--- src/hdl/assert_macros.svh ---
// Assertion macros shared by the heading tracker RTL.
// Expects a clock named clk and an active-low reset named arst_n in the using scope.
`ifndef ASSERT_MACROS_SVH
`define ASSERT_MACROS_SVH

`ifndef ASSERT_OFF
// Property that must hold at every clock edge outside reset.
`define ASSERT_PROP(lbl, prop) \
	lbl: assert property (@(posedge clk) disable iff (!arst_n) (prop)) \
		else $error("%m: assertion failed");
// Condition that must never be true outside reset.
`define ASSERT_NEVER(lbl, expr) \
	lbl: assert property (@(posedge clk) disable iff (!arst_n) !(expr)) \
		else $error("%m: forbidden condition seen");
`else
`define ASSERT_PROP(lbl, prop)
`define ASSERT_NEVER(lbl, expr)
`endif

`endif

--- src/hdl/dght_pkg.sv ---
// Package for the dual gyro heading tracker: widths, fixed-point constants,
// command and register codes, and the request and result structs. No dependencies.
`default_nettype none

package dght_pkg;

	// Field widths.
	localparam int ANGLE_W    = 12;
	localparam int HEAD_W     = 20;
	localparam int SCALE_W    = 16;
	localparam int FUNC_W     = 2;
	localparam int REG_IDX_W  = 2;

	// Angle units and fixed-point formats.
	localparam int FULL_TURN  = 3600;
	localparam int FRAC_BITS  = 8;
	localparam int SCALE_FRAC = 14;
	localparam int FOLD_LIMIT = (FULL_TURN * 25) / 36;
	localparam int TURN_Q     = FULL_TURN << FRAC_BITS;
	localparam int RND_SHIFT  = SCALE_FRAC - FRAC_BITS;

	// Datapath widths of the heading update.
	localparam int DELTA_W    = ANGLE_W + 1;
	localparam int PROD_W     = DELTA_W + SCALE_W;
	localparam int STEP_W     = PROD_W + 1 - RND_SHIFT;
	localparam int SUM_W      = STEP_W + 1;

	// Command codes carried in func.
	localparam logic [FUNC_W-1:0] FUNC_SAMPLE = 2'd0;
	localparam logic [FUNC_W-1:0] FUNC_SET    = 2'd1;
	localparam logic [FUNC_W-1:0] FUNC_CLEAR  = 2'd2;

	// Configuration register indexes.
	localparam logic [REG_IDX_W-1:0] REG_ACW_SCALE_A = 2'd0;
	localparam logic [REG_IDX_W-1:0] REG_CW_SCALE_A  = 2'd1;
	localparam logic [REG_IDX_W-1:0] REG_ACW_SCALE_B = 2'd2;
	localparam logic [REG_IDX_W-1:0] REG_CW_SCALE_B  = 2'd3;

	// Scale values after reset (Q1.14).
	localparam logic signed [SCALE_W-1:0] ACW_SCALE_RST = -16'sd16944;
	localparam logic signed [SCALE_W-1:0] CW_SCALE_RST  = -16'sd17057;

	typedef struct packed {
		logic [FUNC_W-1:0]  func;
		logic [ANGLE_W-1:0] sample_a;
		logic [ANGLE_W-1:0] sample_b;
		logic [ANGLE_W-1:0] new_heading;
	} req_t;

	typedef struct packed {
		logic [HEAD_W-1:0] heading;
		logic [HEAD_W-1:0] heading_a;
		logic [HEAD_W-1:0] heading_b;
	} rsp_t;

endpackage

`default_nettype wire

--- src/hdl/dual_gyro_heading_tracker.sv ---
// Top level of the dual gyro heading tracker: request register, heading state,
// average and result register. Depends on dght_pkg, dght_track, dght_avg, assert_macros.svh.
//
// A request is taken on every cycle in which the result side keeps up. Once accepted,
// it is registered in the request register, the command is then applied to the stored
// headings and readings, and the averaged result is then loaded into the output
// register. The clock period is set by the heading update loop (13 by 16 bit
// multiply, rounding add, accumulate and wrap select), which is combinational so
// that back-to-back samples chain directly.
// Scale registers may be written at any time the block is idle.
`default_nettype none

`include "assert_macros.svh"

module dual_gyro_heading_tracker
	import dght_pkg::*;
(
	input  logic                 clk,
	input  logic                 arst_n,
	input  logic                 cfg_write,
	input  logic [REG_IDX_W-1:0] cfg_index,
	input  logic [SCALE_W-1:0]   cfg_data,
	input  logic                 in_valid,
	output logic                 in_stall,
	input  req_t                 in_data,
	output logic                 out_valid,
	input  logic                 out_stall,
	output rsp_t                 out_data
);

	localparam logic [ANGLE_W-1:0] TURN_A    = ANGLE_W'(FULL_TURN);
	localparam logic [HEAD_W-1:0]  HEAD_TURN = HEAD_W'(TURN_Q);

	logic signed [SCALE_W-1:0] acw_scale_a_q;
	logic signed [SCALE_W-1:0] cw_scale_a_q;
	logic signed [SCALE_W-1:0] acw_scale_b_q;
	logic signed [SCALE_W-1:0] cw_scale_b_q;

	logic [HEAD_W-1:0]  acc_a_q;
	logic [HEAD_W-1:0]  acc_b_q;
	logic [ANGLE_W-1:0] prev_a_q;
	logic [ANGLE_W-1:0] prev_b_q;
	logic               primed_q;

	logic               v_s1;
	req_t               req_s1;
	logic               v_s2;
	logic               v_s3;
	rsp_t               rsp_s3;

	logic               ready_s1;
	logic               ready_s2;
	logic               ready_s3;

	logic [HEAD_W-1:0]  next_a;
	logic [HEAD_W-1:0]  next_b;
	logic [ANGLE_W-1:0] nh_mod;
	logic [HEAD_W-1:0]  set_head;
	logic [HEAD_W-1:0]  avg;

	// Configuration registers.
	always_ff @(posedge clk or negedge arst_n) begin
		if (!arst_n) begin
			acw_scale_a_q <= ACW_SCALE_RST;
			cw_scale_a_q  <= CW_SCALE_RST;
			acw_scale_b_q <= ACW_SCALE_RST;
			cw_scale_b_q  <= CW_SCALE_RST;
		end else if (cfg_write) begin
			unique case (cfg_index)
				REG_ACW_SCALE_A: acw_scale_a_q <= $signed(cfg_data);
				REG_CW_SCALE_A:  cw_scale_a_q  <= $signed(cfg_data);
				REG_ACW_SCALE_B: acw_scale_b_q <= $signed(cfg_data);
				REG_CW_SCALE_B:  cw_scale_b_q  <= $signed(cfg_data);
				default: ;
			endcase
		end
	end

	// Each stage moves on when the one after it is empty or moving.
	assign ready_s3 = !v_s3 || !out_stall;
	assign ready_s2 = !v_s2 || ready_s3;
	assign ready_s1 = !v_s1 || ready_s2;
	assign in_stall = !ready_s1;

	// Request register.
	always_ff @(posedge clk or negedge arst_n) begin
		if (!arst_n) begin
			v_s1 <= 1'b0;
		end else if (ready_s1) begin
			v_s1 <= in_valid;
		end
	end

	always_ff @(posedge clk) begin
		if (ready_s1 && in_valid) begin
			req_s1 <= in_data;
		end
	end

	// Per-gyro heading updates from the registered request.
	dght_track u_track_a (
		.acc       (acc_a_q),
		.prev      (prev_a_q),
		.cur       (req_s1.sample_a),
		.acw_scale (acw_scale_a_q),
		.cw_scale  (cw_scale_a_q),
		.next_acc  (next_a)
	);

	dght_track u_track_b (
		.acc       (acc_b_q),
		.prev      (prev_b_q),
		.cur       (req_s1.sample_b),
		.acw_scale (acw_scale_b_q),
		.cw_scale  (cw_scale_b_q),
		.next_acc  (next_b)
	);

	// Heading loaded by the set command, reduced into one turn.
	assign nh_mod   = (req_s1.new_heading >= TURN_A) ? (req_s1.new_heading - TURN_A)
	                                                 : req_s1.new_heading;
	assign set_head = HEAD_W'({nh_mod, {FRAC_BITS{1'b0}}});

	// Command execution. The state stays put while stage two holds its request,
	// so the stored headings double as that stage's payload.
	always_ff @(posedge clk or negedge arst_n) begin
		if (!arst_n) begin
			v_s2     <= 1'b0;
			acc_a_q  <= '0;
			acc_b_q  <= '0;
			prev_a_q <= '0;
			prev_b_q <= '0;
			primed_q <= 1'b0;
		end else if (ready_s2) begin
			v_s2 <= v_s1;
			if (v_s1) begin
				case (req_s1.func)
					FUNC_SAMPLE: begin
						prev_a_q <= req_s1.sample_a;
						prev_b_q <= req_s1.sample_b;
						if (!primed_q) begin
							primed_q <= 1'b1;
							acc_a_q  <= '0;
							acc_b_q  <= '0;
						end else begin
							acc_a_q <= next_a;
							acc_b_q <= next_b;
						end
					end
					FUNC_SET: begin
						acc_a_q <= set_head;
						acc_b_q <= set_head;
					end
					FUNC_CLEAR: begin
						acc_a_q  <= '0;
						acc_b_q  <= '0;
						prev_a_q <= '0;
						prev_b_q <= '0;
					end
					default: ;
				endcase
			end
		end
	end

	// Fused heading from the current pair.
	dght_avg u_avg (
		.head_x (acc_a_q),
		.head_y (acc_b_q),
		.avg    (avg)
	);

	// Result register.
	always_ff @(posedge clk or negedge arst_n) begin
		if (!arst_n) begin
			v_s3 <= 1'b0;
		end else if (ready_s3) begin
			v_s3 <= v_s2;
		end
	end

	always_ff @(posedge clk) begin
		if (ready_s3 && v_s2) begin
			rsp_s3.heading   <= avg;
			rsp_s3.heading_a <= acc_a_q;
			rsp_s3.heading_b <= acc_b_q;
		end
	end

	assign out_valid = v_s3;
	assign out_data  = rsp_s3;

	// Stored headings always stay within one turn.
	`ASSERT_PROP(a_acc_range, (acc_a_q < HEAD_TURN) && (acc_b_q < HEAD_TURN))
	// A delivered average stays within one turn.
	`ASSERT_PROP(a_out_range, v_s3 |-> (rsp_s3.heading < HEAD_TURN))
	// Once primed, the tracker stays primed.
	`ASSERT_NEVER(a_primed_fall, $fell(primed_q))
	// A blocked request register keeps its request.
	`ASSERT_PROP(a_s1_hold, (v_s1 && !ready_s2) |=> (v_s1 && $stable(req_s1)))
	// State does not move while stage two waits on the result register.
	`ASSERT_PROP(a_state_hold, (v_s2 && !ready_s3) |=> ($stable(acc_a_q) && $stable(acc_b_q)))

endmodule

`default_nettype wire

--- src/hdl/dght_track.sv ---
// Heading update for one gyro: delta, fold, scale, round, accumulate and wrap.
// Depends on dght_pkg.
`default_nettype none

module dght_track
	import dght_pkg::*;
(
	input  logic [HEAD_W-1:0]         acc,
	input  logic [ANGLE_W-1:0]        prev,
	input  logic [ANGLE_W-1:0]        cur,
	input  logic signed [SCALE_W-1:0] acw_scale,
	input  logic signed [SCALE_W-1:0] cw_scale,
	output logic [HEAD_W-1:0]         next_acc
);

	localparam logic signed [DELTA_W-1:0] FOLD_S     = DELTA_W'(FOLD_LIMIT);
	localparam logic signed [DELTA_W-1:0] TURN_D     = DELTA_W'(FULL_TURN);
	localparam logic signed [PROD_W:0]    RND_HALF_S = (PROD_W+1)'(1 << (RND_SHIFT - 1));
	localparam logic signed [SUM_W-1:0]   TURN_S     = SUM_W'(TURN_Q);
	localparam logic signed [SUM_W-1:0]   TWO_TURN_S = SUM_W'(2 * TURN_Q);

	logic signed [DELTA_W-1:0] diff;
	logic signed [DELTA_W-1:0] delta;
	logic signed [SCALE_W-1:0] scale;
	logic signed [PROD_W-1:0]  prod;
	logic signed [PROD_W:0]    prod_rnd;
	logic signed [STEP_W-1:0]  step;
	logic signed [SUM_W-1:0]   raw;
	logic signed [SUM_W-1:0]   wrapped;

	// Negated change since the stored reading, folded across the zero crossing.
	always_comb begin
		diff = DELTA_W'(prev) - DELTA_W'(cur);
		if (diff > FOLD_S) begin
			delta = diff - TURN_D;
		end else if (diff < -FOLD_S) begin
			delta = diff + TURN_D;
		end else begin
			delta = diff;
		end
	end

	// Positive changes use the anticlockwise factor, all others the clockwise one.
	assign scale = (!delta[DELTA_W-1] && (delta != '0)) ? acw_scale : cw_scale;
	assign prod  = delta * scale;

	// Round to the heading format, ties toward plus infinity.
	assign prod_rnd = (PROD_W+1)'(prod) + RND_HALF_S;
	assign step     = STEP_W'(prod_rnd >>> RND_SHIFT);
	assign raw      = SUM_W'(step) + SUM_W'($signed({1'b0, acc}));

	// The sum lies between minus two and plus three turns, so reduce it by picking
	// one offset.
	always_comb begin
		if (raw < -TURN_S) begin
			wrapped = raw + TWO_TURN_S;
		end else if (raw[SUM_W-1]) begin
			wrapped = raw + TURN_S;
		end else if (raw < TURN_S) begin
			wrapped = raw;
		end else if (raw < TWO_TURN_S) begin
			wrapped = raw - TURN_S;
		end else begin
			wrapped = raw - TWO_TURN_S;
		end
	end

	assign next_acc = wrapped[HEAD_W-1:0];

endmodule

`default_nettype wire

--- src/hdl/dght_avg.sv ---
// Circular average of two headings that both lie in one turn.
// Depends on dght_pkg.
`default_nettype none

module dght_avg
	import dght_pkg::*;
(
	input  logic [HEAD_W-1:0] head_x,
	input  logic [HEAD_W-1:0] head_y,
	output logic [HEAD_W-1:0] avg
);

	localparam logic [HEAD_W-1:0]        HALF_TURN = HEAD_W'(TURN_Q / 2);
	localparam logic signed [HEAD_W:0]   TURN_W    = (HEAD_W+1)'(TURN_Q);

	logic [HEAD_W-1:0]        lo;
	logic [HEAD_W-1:0]        hi;
	logic signed [HEAD_W:0]   hi_adj;
	logic signed [HEAD_W+1:0] sum;
	logic signed [HEAD_W:0]   half;
	logic signed [HEAD_W:0]   avg_full;

	// Order the pair and pull the larger one a turn down when they straddle zero.
	always_comb begin
		lo = (head_x < head_y) ? head_x : head_y;
		hi = (head_x < head_y) ? head_y : head_x;
		if ((hi - lo) > HALF_TURN) begin
			hi_adj = $signed({1'b0, hi}) - TURN_W;
		end else begin
			hi_adj = $signed({1'b0, hi});
		end
	end

	// Halve the sum rounding down, then bring a negative result back into range.
	always_comb begin
		sum  = (HEAD_W+2)'(hi_adj) + (HEAD_W+2)'($signed({1'b0, lo}));
		half = (HEAD_W+1)'(sum >>> 1);
		if (half[HEAD_W]) begin
			avg_full = half + TURN_W;
		end else begin
			avg_full = half;
		end
	end

	assign avg = avg_full[HEAD_W-1:0];

endmodule

`default_nettype wire
--- config.mk ---
export PLATFORM = sky130hd
export DESIGN_NAME = dual_gyro_heading_tracker
export DESIGN_NICKNAME = d
export VERILOG_FILES = /design/src/hdl/dght_pkg.sv /design/src/hdl/dual_gyro_heading_tracker.sv /design/src/hdl/dght_track.sv /design/src/hdl/dght_avg.sv
export VERILOG_INCLUDE_DIRS = /design/src /design/src/hdl
export SDC_FILE = /design/constraint.sdc
export NUM_CORES = 2
export LEC_CHECK = 0
export BUFFER_PORTS_ARGS = -buffer_cell sky130_fd_sc_hd__clkbuf_2
export CAP_MARGIN = 20
export CORE_UTILIZATION = 64
export CTS_CLUSTER_DIAMETER = 200
export CTS_CLUSTER_SIZE = 14
export DETAILED_ROUTE_END_ITERATION = 6
export PLACE_DENSITY = 0.8
export REMOVE_ABC_BUFFERS = 1
export SYNTH_ARGS = -nofsm -noshare
export SYNTH_HDL_FRONTEND = slang
export SYNTH_HIERARCHICAL = 1
export SYNTH_SLANG_ARGS = --single-unit
--- constraint.sdc ---
create_clock -name clk -period 14.8 [get_ports clk]
set_clock_uncertainty 0.15 [all_clocks]
set_input_delay 2.96 -clock clk [delete_from_list [all_inputs] [get_ports clk]]
set_output_delay 2.96 -clock clk [all_outputs]
set_load 0.005 [all_outputs]
==> flow_metrics.env <==
export IMPL_status="finished with violations"
export IMPL_violations="DRC"
export IMPL_timing_final_crit_share=0.945
export IMPL_synth_seq_area_share=0.191
export IMPL_die_w_um=229
export IMPL_synth_most_common_cell="inv_1"
export IMPL_hpwl_um=67000
export IMPL_hold_viol=0
export IMPL_max_stage_delay_ns=0.66
export IMPL_slowest_stage="or4_1"
export IMPL_synth_cells=3536
export IMPL_die_y_um=229
export IMPL_synth_top_area_cell="fa_1"
export IMPL_grt_pass1_wl_um=134000
export IMPL_layout_drive_gt1_share=0.128
export IMPL_synth_cell_types=126
export IMPL_fin_crit_ns=13.99
export IMPL_root_buffer="clkbuf_16"
export IMPL_syn_area_um2=33000
export IMPL_maxCapViolCount=0
export IMPL_cp_max_fo=9
export IMPL_grt_start_max_net_pins=70
export IMPL_firstDrtPassIters=7
export IMPL_cts_sinks=230
export IMPL_vias=26100
export IMPL_tns_ns=0
export IMPL_drc=6
export IMPL_clk_pin_slew_ns=0.06
export IMPL_io_pins=123
export IMPL_die_area_um2=52500
export IMPL_max_slew_margin=0.255
export IMPL_drt_wl_total_um=83000
export IMPL_grt_pass1_vias=25900
export IMPL_synth_flop_cell="edfxtp_1"
export IMPL_portBuffers=122
export IMPL_ys_ff_latch=230
export IMPL_yosysTopAreaCellShare=0.245
export IMPL_end_kind="flop"
export IMPL_grt_antenna_before_repair=5
export IMPL_clk_insertion_delay_late_ns=0.53
export IMPL_nets=4369
export IMPL_gp_congestion=1.04
export IMPL_synth_edff_count=98
export IMPL_cts_tree="built"
export IMPL_max_slew_worst_pin_slew_ns=1.11
export IMPL_dp_cells=4283
export IMPL_core_area_um2=50600
export IMPL_numCtsBuffers=20
export IMPL_synth_top_cells_by_area="fa_1 (25%), ha_1 (10%), edfxtp_1 (8.9%)"
export IMPL_grt_remaining_overflow=0
export IMPL_grtUsageTotal=0.320
export IMPL_wl_per_cell_um=19.2
export IMPL_start_util=0.653
export IMPL_yosys_warnings=6
export IMPL_cp_required_ns=15.10
export IMPL_slew_viol_final=0
export IMPL_synth_common_cells="inv_1 (487), fa_1 (405), nor2_1 (343)"
export IMPL_min_path_type="flop to flop"
export IMPL_worst_setup_path_start_kind="flop"
export IMPL_avgSynthCellArea_um2=9.34
export IMPL_fmax_mhz=71.5
export IMPL_rows=82
export IMPL_setup_worst_path_class="flop to flop"
export IMPL_setup_violations=0
export IMPL_final_cells=4326
export IMPL_cts_max_level=1
export IMPL_first_iter_violations=2387
export IMPL_cts_buffer_depth=3
export IMPL_vias_per_cell=6.04
export IMPL_ant_nets=0
export IMPL_cp_arrival_ns=14.30
export IMPL_async_flop_share=0.574
export IMPL_syn_to_final_growth_pct=6.53
export IMPL_cpMostUsedCell="fa_1"
## what timing repair did
item / 4_1_cts / 5_1_grt
setup buffers: 0 / 4
setup endpoints to repair: 0 / 16
gates resized for setup: 0 / 19
hold buffers: 0 / 0
## cells by family after synthesis
family | after synthesis | share of synthesized area
simple gates | 1064 | 0.152
fa+ha+maj | 670 | 0.346
compound gates | 645 | 0.142
buf+inv | 596 | 0.0707
flops | 230 | 0.191
xor+xnor | 184 | 0.0505
mux | 147 | 0.0485
## per-layer routing
metal | up-vias | track usage | wire, µm
li1 | 12100 | - | -
met1 | 12600 | 0.435 | 35200
met2 | 1164 | 0.518 | 37700
met3 | 237 | 0.0532 | 6610
met4 | 10 | 0.114 | 3420
met5 | - | 0 | 59
## registers in the layout (all words and copies together) (netlist names), 12 cells and up
name / cells
req_s1: 38
acw_scale_a_q: 16
prev_a_q: 12
out_data: 60
acc_a_q: 20
prev_b_q: 12
acw_scale_b_q: 16
cw_scale_a_q: 16
cw_scale_b_q: 16
acc_b_q: 20
## final cells by class
type                            instances  area (µm²)
Antenna cell                            2        5.00
Clock buffer                           35         578
Clock inverter                          1        8.76
Fill cell                            3924       15400
Inverter                              491        1850
Multi-Input combinational cell       2711       24500
Sequential cell                       230        6300
Tap cell                              672         841
Timing Repair Buffer                  184        1090
## cell usage in the layout, fill, tap and decap left out, types with 90 or more instances in the layout
cell	Yosys	layout
nor2_1	343	341
ha_1	265	265
xnor2_1	122	122
edfxtp_1	98	98
mux2_2	93	93
fa_1	405	404
nand2_1	309	309
a21oi_1	151	150
inv_1	487	487
dfrtp_1	90	90
clkbuf_2	1	121
## per-stage QoR
stage / util / setup WS [ns] / hold slack (ns) / cell area [µm²]
after global routing: 0.695 / -0.0245 / 0.354 / 35200
final: 0.696 / 0.810 / 0.320 / 35200
after detailed placement: 0.681 / 0.660 / 0.298 / 34500
after global placement: 0.681 / 0.681 / 0.295 / 34500
after floorplan: - / 0.125 / 0.276 / 32500
after CTS: 0.693 / 0.636 / 0.317 / 35100
## final timing paths
check                                     to  slack (ns)        from  cells past startpoint
max                              acc_b_q[18]        0.81  req_s1[12]                     57
min in group asynchronous  acw_scale_a_q[14]        2.28      arst_n                      1
min                                 primed_q        0.32    primed_q                      1
max reg2reg                      acc_b_q[18]        0.81  req_s1[12]                     57
min reg2reg                         primed_q        0.32    primed_q                      1
max in group asynchronous               v_s1       10.88      arst_n                      2
## worst max-delay path, delay by kind of cell, from the launching register on
family | cells | cell delay, ns
AOI/OAI and AO/OA | 23 | 4.27
adders and majority gates | 10 | 3.98
and+or+nand+nor | 17 | 3.93
xor gates and xnor gates | 3 | 0.52
DFF | 1 | 0.40
muxes | 1 | 0.39
buffers and inverters | 3 | 0.30
Power is not shown: default switching activity piles up to over one toggle a cycle in this logic, so the estimate is an artifact.
